$ cat src/hw/rtl/prstat_ram.sv
// Generic single-port-write, single-port-read RAM with registered read data.
// Parameters set word width and depth. No package dependency.
module prstat_ram #(
  parameter int WIDTH = 32,
  parameter int DEPTH = 64,
  parameter int AW    = (DEPTH > 1) ? $clog2(DEPTH) : 1
) (
  input  logic             clk,
  input  logic             we,
  input  logic [AW-1:0]    waddr,
  input  logic [WIDTH-1:0] wdata,
  input  logic [AW-1:0]    raddr,
  output logic [WIDTH-1:0] rdata
);

  logic [WIDTH-1:0] mem [DEPTH];

  // Write port and registered read port
  always_ff @(posedge clk) begin
    if (we) begin
      mem[waddr] <= wdata;
    end
    rdata <= mem[raddr];
  end

endmodule

$ cat config.mk
export PLATFORM = sky130hd
export DESIGN_NAME = prstat_ram
export DESIGN_NICKNAME = d
export VERILOG_FILES = /design/src/hw/rtl/prstat_ram.sv
export SDC_FILE = /design/constraint.sdc
export NUM_CORES = 2
export LEC_CHECK = 0
export BUFFER_PORTS_ARGS = -buffer_cell sky130_fd_sc_hd__buf_2
export CAP_MARGIN = 30
export CORE_UTILIZATION = 40
export DETAILED_ROUTE_END_ITERATION = 12
export PLACE_DENSITY = 0.65
export SKIP_LAST_GASP = 1
export SYNTH_ARGS = -nofsm -noshare
export SYNTH_HDL_FRONTEND = slang
export SYNTH_SLANG_ARGS = --single-unit
export TNS_END_PERCENT = 30
$ cat constraint.sdc
create_clock -name clk -period 3.8 [get_ports clk]
set_input_delay 0.19 -clock clk [delete_from_list [all_inputs] [get_ports clk]]
set_output_delay 0.19 -clock clk [all_outputs]
set_load 0.02 [all_outputs]
After elaboration in Yosys (flattened, before gate mapping)

Memories as Yosys holds them, arrays and structs flattened. A register that Yosys moved wholly into a read port is not among the register bits.
Index checks and enable logic that the tools add are counted.
W data, S select, Z words.

Word-level logic and storage cells: 3
Bits in read-only memories: 0
Output and inout bits: 32
Memories: 1
RAM bits: 2048
Input port bits: 46
Register bits: 0
Bits in latches: 0

Bitwise gates (word level): 0
Equal/unequal tests: 0
Reductions and logical operators: 0
Shift operators: 0
$mul: 0
Div/mod/pow operators: 0
Order comparisons: 0
Add/subtract/negate cells: 0
Muxes and demuxes: 2

Memories:

| name | depth | width | rd ports | clocked after memory_dff | wr ports | line | text |
|---|---|---|---|---|---|---|---|
| mem  | 64    | 32    | 1        | 1                        | 1        | 16   | `logic [WIDTH-1:0] mem [DEPTH];` |

Operators by type and width:

| operator | number |
|---|---|
| $mux W1  | 2 |

Depth between registers and ports, before layout

Depth after elaboration: 2
Depth in mapped cells: 10
Depth with buffers taken out: 5

Worst setup path before layout

OpenSTA, ideal clock, no wires.

Path type: input port to flip-flop
From: input waddr[3]
To: memory mem[48][0] (enable)
Path buffers: 1
Arrival: 2.889 ns
Stages: 4
Setup slack: 0.450 ns
Data required time: 3.339 ns
Setup time: 0.461 ns
Cells stage by stage: clkbuf_1 nor2b_1 nand4b_1 nor3_1

RTL lines:

| element     | line | text |
|---|---|---|
| from (decl) | 10   | `input logic [AW-1:0] waddr,` |
| to (decl)   | 16   |  |

No word-level cell before the write port.

==> run_results.csv <==
group,metric,value,unit
route,wl_met1,80200,um
sta,period_share,0.633,
pwr,powerDensity,516,nW/um^2
place,globalplace.congestion,0.779,
run_status,status,"complete, no violations",
sta,clock.fmax,416,MHz
die,start_util,0.403,
clocking,root_buffer,"clkbuf_16",
job,max_cap_viol_count,0,
place,dp_hpwl,112000,um
final_layout,syn2layout_area_growth,15.8,%
route,wl,198000,um
die,die_area,198000,sq um
die,num_rows,162,
yosys,ys_ff_latch,2080,
final_layout,fin_nets,3713,
die,core-area,195000,sq um
clocking,clk_path_buf_depth,3,
final_layout,drive_gt1_frac,0.304,
yosys,seq_area_frac_synth,0.791,
final_layout,final-seq-area,62100,sq um
route,via_per_inst,5.79,
worst_setup_path,r2r_start,"mem[4][30]",
route,drt_iter0_markers,4954,
worst_setup_path,crit_fanout,38,
sta,min_period,2.40,ns
die,io_pins,78,
route,firstDrtPassIters,6,
clocking,cts_sinks,2080,
clocking,clock_latency,0.83,ns
die,die_w,445,um
clocking,htreeDepth,4,
worst_setup_path,startpoint,"raddr[0]",
route,drc,0,
worst_setup_path,endpoint_kind,"register",
sta,hold_violations,0,
global_route,grt_overflow,0,
clocking,cts_tree,"yes",
worst_setup_path,cp.arrival,3.07,ns
clocking,cts_setup_buffers,0,
route,dr_wl_met2,96800,um
clocking,clk_pin_slew,0.06,ns
sta,setup_tns,0,ns
global_route,grt_max_degree,65,
global_route,antenna_found_initial,7,
global_route,gr-usage-all-layers,0.201,
sta,rsz0062_at_grt,"false",
sta,skew,0.0363,ns
worst_setup_path,startpoint_type,"input port",
hold_path,min_path_type,"input port to register",
final_layout,multi_input_area,16000,sq um
route,met3_length,16500,um
final_layout,final_cell_area,90900,sq um
route,wl_per_cell,30.7,um
final_layout,n_fill_cell,15900,
yosys,synthCells,3324,
yosys,netlist-cell-type-count,34,
sta,maxSlewHeadroom,0.330,
place,dpl-instance-area,84200,sq um
pwr,vdd_drop_max,0.446,mV
sta,report.final.slew_viol_count,0,
die,die_h,445,um
yosys,avgSynthCellArea,23.6,sq um
route,vias,37400,
hold_path,hp-start,"wdata[24]",
sta,setup_viol,0,
worst_setup_path,path_class,"input port to register",
route,ant_nets,0,
sta,tightest_slew,1.00,ns
global_route,first_global_vias,37500,
yosys,synth_nets,3370,
clocking,cts_made_buffers,198,
pwr,p_leak,28.2,nW
yosys,netlist_area,78500,sq um
route,highest-signal-layer,"met5",
place,portBuffers,77,
global_route,grt_pass1_wl,282000,um
yosys,ys_warn_count,0,
worst_setup_path,required,4.47,ns
==> flip-flops by register name, summed over array words and instances (netlist names) <==
signal / cells
mem: 2048
rdata: 32
==> path summary, 6_finish.rpt <==
kind,endpoint,slack (ns),depth (start not counted)
worst max-delay path,rdata[30],1.40,7
worst min-delay path,mem[6][24],0.05,2
worst max register to register,rdata[30],1.49,4
worst min register to register,rdata[8],0.74,4
==> where the power goes <==
group / switching [W] / total [W] / internal, W / leakage, nW
combinational: 0.00149 / 0.00246 / 0.000975 / 6.51
sequential: 0.000101 / 0.0255 / 0.0254 / 18.7
clock: 0.00838 / 0.0189 / 0.0106 / 3.02
==> routing by layer <==
metal / vias up / track usage
met1: 20400 / 0.283
li1: 15000 / -
met3: 278 / 0.0345
met2: 1763 / 0.324
met4: 4 / 0.0553
met5: - / 0
==> worst max-delay path: stages <==
cell and delay [ns]:
buf_8 0.37, buf_12 0.38, buf_4 0.25, mux4_2 0.53, mux4_2 0.48, o22ai_1 0.68, nor2_1 0.14
==> placed cells by master, fill, tap and decap left out, types with 8 or more instances in the layout <==
cell type,synthesis,layout
mux2i_1,93,93
clkbuf_16,0,200
a22oi_1,12,12
dfxtp_1,32,32
mux4_2,544,544
clkinv_1,0,48
buf_4,25,137
nor2b_1,15,15
o22ai_1,84,84
o221ai_1,27,27
nand2_1,26,26
a21oi_1,62,62
bufinv_16,0,10
clkbuf_1,74,59
nor2_1,137,75
edfxtp_1,2048,2048
a311oi_1,8,8
buf_2,57,73
buf_12,0,77
nor2_4,0,62
clkbuf_8,0,9
clkinv_2,0,25
dlygate4sd3_1,0,33
==> cell type report <==
| cell class | count | share of cell area |
|---|---|---|
| Multi-Input combinational cell | 1062 | 0.176 |
| Tap cell | 2624 | 0.0361 |
| Clock buffer | 268 | 0.0588 |
| Sequential cell | 2080 | 0.683 |
| Antenna cell | 3 | 0.0000825 |
| Timing Repair Buffer | 325 | 0.0368 |
| Clock inverter | 99 | 0.00931 |
==> metrics by stage <==
| stage | setup slack [ns] | cells | utilization | hold WS (ns) | total power, W |
|---|---|---|---|---|---|
| 3_3_place_gp | 0.536 | 6028 | 0.430 | 0.611 | 0.0283 |
| 2_1_floorplan | 0.450 | 3324 | - | 0.289 | 0.0272 |
| 3_5_place_dp | 0.512 | 6046 | 0.432 | 0.539 | 0.0284 |
| 4_1_cts | 1.40 | 6434 | 0.465 | 0.00172 | 0.0471 |
| 6_report | 1.40 | 6461 | 0.466 | 0.0515 | 0.0469 |
| 5_1_grt | 1.37 | 6459 | 0.466 | 0.0345 | 0.0481 |
==> kinds of logic (layout without fill, tap and decap cells) <==
logic type             after synthesis  in the layout  synth area share
other                                0              3                 0
AO/OA/AOI/OAI                      202            202            0.0167
multiplexers                       637            637             0.168
flip-flops                        2080           2080             0.791
buffers and inverters              182            692            0.0113
AND/OR/NAND/NOR                    223            223            0.0127
==> Yosys cell counts (all sizes together) <==
cell type / number / area, sq um
nand2: 26 / 97.6
mux4: 544 / 12300
a22oi: 12 / 90.1
a41o: 4 / 40.0
nand3b: 5 / 37.5
clkbuf: 74 / 278
o32ai: 4 / 35.0
mux2i: 93 / 931
nand3: 5 / 25.0
nand2b: 8 / 50.1
buf: 108 / 608
o221ai: 27 / 236
or3: 3 / 18.8
nor3: 7 / 35.0
edfxtp: 2048 / 61500
nor2: 137 / 514
and3: 4 / 25.0
a31oi: 1 / 6.26
a311oi: 8 / 70.1
o22ai: 84 / 526
nand4b: 1 / 8.76
nand4: 2 / 12.5
or3b: 5 / 43.8
and2: 2 / 12.5
or2: 3 / 18.8
nor2b: 15 / 93.8
a21oi: 62 / 310
dfxtp: 32 / 641
==> timing repair <==
action,CTS,global route
endpoints found under the hold margin,851,689
resized for setup,0,0
hold buffers,21,12
No activity file was read; power rests on OpenSTA's default activity.
