### config.mk
export PLATFORM = sky130hd
export DESIGN_NAME = prstat_merge
export DESIGN_NICKNAME = d
export VERILOG_FILES = /design/src/hw/rtl/prstat_pkg.sv /design/src/hw/rtl/prstat_merge.sv
export SDC_FILE = /design/constraint.sdc
export NUM_CORES = 1
export LEC_CHECK = 0
export BUFFER_PORTS_ARGS = -buffer_cell sky130_fd_sc_hd__buf_2
export CORE_AREA = 2 2 377 379
export DETAILED_ROUTE_END_ITERATION = 10
export DIE_AREA = 0 0 379 381
export PLACE_DENSITY = 0.33
export SLEW_MARGIN = 20
export SYNTH_ARGS = -nofsm -noshare
export SYNTH_HDL_FRONTEND = slang
export SYNTH_SLANG_ARGS = --single-unit
### constraint.sdc
create_clock -name vclk -period 10.79
set_input_delay 2.158 -clock vclk [all_inputs]
set_output_delay 2.158 -clock vclk [all_outputs]
set_load 0.02 [all_outputs]
### src/hw/rtl/prstat_pkg.sv
// Package for the per-round receive statistics core.
// Holds the slot record layout, the controller state type and shared constants.
// No dependencies.
package prstat_pkg;

  // Default number of table slots
  localparam int ENTRIES_DEF = 64;

  // Width of the reported slot number (low bits of the slot)
  localparam int SLOT_W = 6;

  // Per-slot statistics record, stored in one memory word
  typedef struct packed {
    logic        [31:0] count;
    logic        [47:0] bytes;
    logic signed [63:0] delay;
    logic        [47:0] min_send;
    logic        [47:0] first_arr;
    logic        [47:0] last_arr;
  } rec_t;

  localparam int REC_W = $bits(rec_t);

  // Controller states
  typedef enum logic [1:0] {
    ST_IDLE,
    ST_CMP,
    ST_UPD,
    ST_NEW
  } state_t;

endpackage

### src/hw/rtl/prstat_merge.sv
// Record merge datapath: folds one received record into a stored slot record,
// and builds the fresh record for a newly opened slot. Uses prstat_pkg.
module prstat_merge (
  input  prstat_pkg::rec_t old_rec,
  input  logic [47:0]      send_time,
  input  logic [47:0]      arrival_time,
  input  logic [15:0]      len,
  output prstat_pkg::rec_t upd_rec,
  output prstat_pkg::rec_t fresh_rec
);
  import prstat_pkg::*;

  logic signed [48:0] delay_short;
  logic        [63:0] delay_ext;
  logic        [64:0] delay_sum;
  logic        [48:0] bytes_sum;

  // Delay of this record: arrival minus send, signed
  assign delay_short = $signed({1'b0, arrival_time}) - $signed({1'b0, send_time});
  assign delay_ext   = {{15{delay_short[48]}}, delay_short};

  // Wide sums with one guard bit each
  assign delay_sum = {old_rec.delay[63], old_rec.delay} + {delay_ext[63], delay_ext};
  assign bytes_sum = {1'b0, old_rec.bytes} + {33'b0, len};

  // Update an existing slot, saturating the accumulators
  always_comb begin
    upd_rec.count = (&old_rec.count) ? old_rec.count : old_rec.count + 32'd1;
    upd_rec.bytes = bytes_sum[48] ? {48{1'b1}} : bytes_sum[47:0];
    if (delay_sum[64] != delay_sum[63]) begin
      upd_rec.delay = delay_sum[64] ? {1'b1, 63'b0} : {1'b0, {63{1'b1}}};
    end else begin
      upd_rec.delay = delay_sum[63:0];
    end
    upd_rec.min_send  = (old_rec.min_send > send_time) ? send_time : old_rec.min_send;
    upd_rec.first_arr = old_rec.first_arr;
    upd_rec.last_arr  = arrival_time;
  end

  // Open a slot with this record alone
  always_comb begin
    fresh_rec.count     = 32'd1;
    fresh_rec.bytes     = {32'b0, len};
    fresh_rec.delay     = delay_ext;
    fresh_rec.min_send  = send_time;
    fresh_rec.first_arr = arrival_time;
    fresh_rec.last_arr  = arrival_time;
  end

endmodule

Word level (Yosys, flattened, before mapping) --
Index checks and enable logic that the tools add are counted.
Storage, ports and cells: flip-flop bits (word level) 0, bits in latches 0, RAM bits 0, ROM bits 0, input port bits 400, output and inout bits 576, word-level logic and storage cells 12, memories 0
Operators by class: add/subtract/negate cells 4, multiply operators 0, divide/modulo/power cells 0, order comparisons 1, equal/unequal tests 1, shifts and indexed selects 0, muxes and demuxes 5, bitwise logic cells 0, reduce and logical (&&, ||, !) cells 1
Operators with widths (count):
- $mux 64 | 2
- $mux 48 | 2
- $add 64x49->65 | 1
- $add 48x16->49 | 1
- $sub 48x48->49 | 1
- $gt 48x48->1 | 1
- $add 32x1->32 const B | 1
- $mux 32 | 1
- $reduce_and 32->1 | 1
- $ne 1x1->1 | 1

Longest topological paths before layout --
word-level depth 4, mapped depth 24, mapped depth without buffers 22

Worst setup path after synthesis --
No wires, ideal clock.
path kind input -> output, from input send_time[11], to output upd_rec[183] (netlist bit), arrival 9.533 ns, data required time 8.632 ns, path slack -0.901 ns, stages 21, path buffers 2, path through inv_1 > ha_1 > a211oi_1 > o211ai_1 > a41o_1 > or2_2 > a31oi_1 > a41oi_1 > a41oi_1 > a221oi_1 > a211oi_1 > ha_1 > clkbuf_1 > a21o_1 > a21o_1 > a21oi_1 > or4b_4 > o22ai_2 > nor3_4 > buf_2 > o21ai_0
RTL lines:
- start, declared | line prstat_merge.sv:5 | input logic [47:0] send_time,
- end, declared | line prstat_merge.sv:8 | output prstat_pkg::rec_t upd_rec,

==> results.cfg <==
[global_routing]
grt_use_met1_pct = 13.07
top_usage_layer = met2
grt_max_degree = 52
track_usage_pct = 12.13
grt_pass1_vias = 16775
grt.overflow.total = 0
antenna_found_initial = 32
grt_pass1_wl_um = 125700
met3_usage_pct = 5.476
grtUsageMet2_pct = 22.07

[synth]
synth_cells = 2071
postSynthAreaPerCell_um2 = 6.908
synth_area_leaders = buf_4 18%, ha_1 15%, a21oi_1 6.3%
ys_warn_count = 0
syn_area_um2 = 14310
synth_most_common_cell = buf_4
synth_commonest_cells = 338 x buf_4, 180 x a21oi_1, 178 x nand2_1
synth.distinct_cells = 85
synth_top_area_share_pct = 17.74
ys_seq_area_share_pct = 0
post-synth-top-area-cell = buf_4

[placed_design]
dp.cells = 4612
place_congestion = 0.8210
io_buffer_count = 768
hpwl_um = 86730

[run_status]
status = finished clean

[drt]
drc_errors = 0
firstDrtPassIters = 5
drt_wl_total_um = 93590
post_drt_via_cell_ratio = 3.670
post_drt_wl_per_cell_um = 20.24
ant_nets = 0
vias = 16972
first_iter_violations = 608

[power]
p_per_area_nw_per_um2 = 140.7
leakagePower_nw = 9.675
vdd_ir_drop_max_v = 0.00004548

[timing]
max_freq_mhz = 95.62
min_period_ps = 10460
drv_slew = 0
setup_viol = 0
worstMarginPinSlew_ps = 889.0
slew_headroom_pct = 40.24
min_period_over_period_pct = 96.92
hold_violations = 0
hold_slack_ps = 4316

[setup_path]
crit_slowest_cell = or4b_4
cp-end-kind = primary output
critical_path.max_stage_delay_ps = 530
setup.worst_path.start_class = input port
crit_path_max_fanout = 9
cp.arrival_ps = 8300
worstSetupPathType = in -> out
cp_common_cell = buf_4
cp_data_required_time_ps = 8630

[floorplanning]
die_area_um2 = 144400
initial_core_util_pct = 10.18
die_w_um = 379
fp.dieH_um = 381
io_pins = 976
coreArea_um2 = 140600
rows = 138

[layout]
flops_and_latches = 0
syn_to_final_growth_pct = 41.90
nNetsFinal = 3312
nClkBuffers = 0
layoutNonFillerInstCount = 4624
seqCellArea_um2 = 0
drive_gt1_share_pct = 41.06

[run]
max-cap-violations = 0

[worst_hold_path]
min_path_type = in -> out
==> area by class of cell <==
cell class | count | area, um2
fill | 16525 | 120200
multi-input combinational | 1635 | 11440
timing repair buffer | 1007 | 6161
tap | 1890 | 2365
inverter | 88 | 330.3
antenna | 4 | 10.01
==> report_power, final <==
group            total (mW)  internal [mW]  switching [mW]
Clock          0.0000000504   0.0000000504               0
Sequential                0              0               0
Combinational          2.86           1.09            1.76
==> routing by layer <==
layer / part of all wire [%] / up-vias
li1: - / 8404
met2: 50 / 598
met5: 0.19 / -
met3: 11 / 78
met1: 37 / 7862
met4: 1.2 / 30
==> through the flow <==
stage / setup WS (ps) / total power [mW] / cell area (um2) / utilization (%) / setup TNS (ps)
after global placement: -172.5 / 2.916 / 20090 / 14.29 / -2124
after global routing: -1.676 / 3.141 / 20300 / 14.44 / -1.676
after floorplan: 202.6 / 1.514 / 14550 / - / 0
after detailed placement: -145.8 / 2.910 / 20090 / 14.29 / -1237
after CTS: 20.10 / 2.929 / 20140 / 14.33 / 0
final: 332.3 / 2.856 / 20300 / 14.44 / 0
==> cells by family (layout without fill, tap and decap cells) <==
| family | Yosys count | after routing | synth area share (%) |
|---|---|---|---|
| muxes | 59 | 59 | 4.757 |
| adders and majority gates | 180 | 180 | 15.90 |
| buffers and inverters | 498 | 1095 | 22.41 |
| other | 2 | 68 | 0.05249 |
| xor gates and xnor gates | 150 | 150 | 9.182 |
| and+or+nand+nor | 554 | 554 | 19.09 |
| AOI/OAI and AO/OA | 628 | 628 | 28.61 |
==> placed cells by master (no fill, tap or decap), drive strengths merged, types with 8 or more instances in the layout <==
master / count
a211oi: 23
a21o: 73
a21oi: 184
a31oi: 25
and3: 26
and4: 10
buf: 1004
conb: 64
ha: 177
inv: 88
mux2: 52
nand2: 179
nand2b: 19
nand3: 53
nand4: 47
nor2: 112
nor2b: 21
nor3: 35
nor4: 13
o211ai: 34
o21a: 34
o21ai: 150
o21bai: 19
o31ai: 14
or3: 8
xnor2: 100
xor2: 50
==> what timing repair did <==
| action | in CTS | in global routing |
|---|---|---|
| cloned | 0 | 1 |
| resized for setup | 2 | 17 |
| pin swaps | 2 | 10 |
| setup buffers | 3 | 4 |
| endpoints found under the setup margin | 53 | 63 |
| endpoints found under the hold margin | 0 | 0 |
| hold buffers | 0 | 0 |
==> critical path, delay by kind of cell <==
kind	cells	cell delay, ps
muxes	1	110
and+or+nand+nor	5	1070
adders and majority gates	3	840
AOI/OAI and AO/OA	12	1990
buffers and inverters	12	2100
==> final timing paths <==
check | from | endpoint | slack, ps | depth (start not counted)
setup / recovery | send_time[0] | upd_rec[182] | 330 | 33
hold / removal | old_rec[52] | upd_rec[52] | 4320 | 0
(Power assumes the default switching activity.)
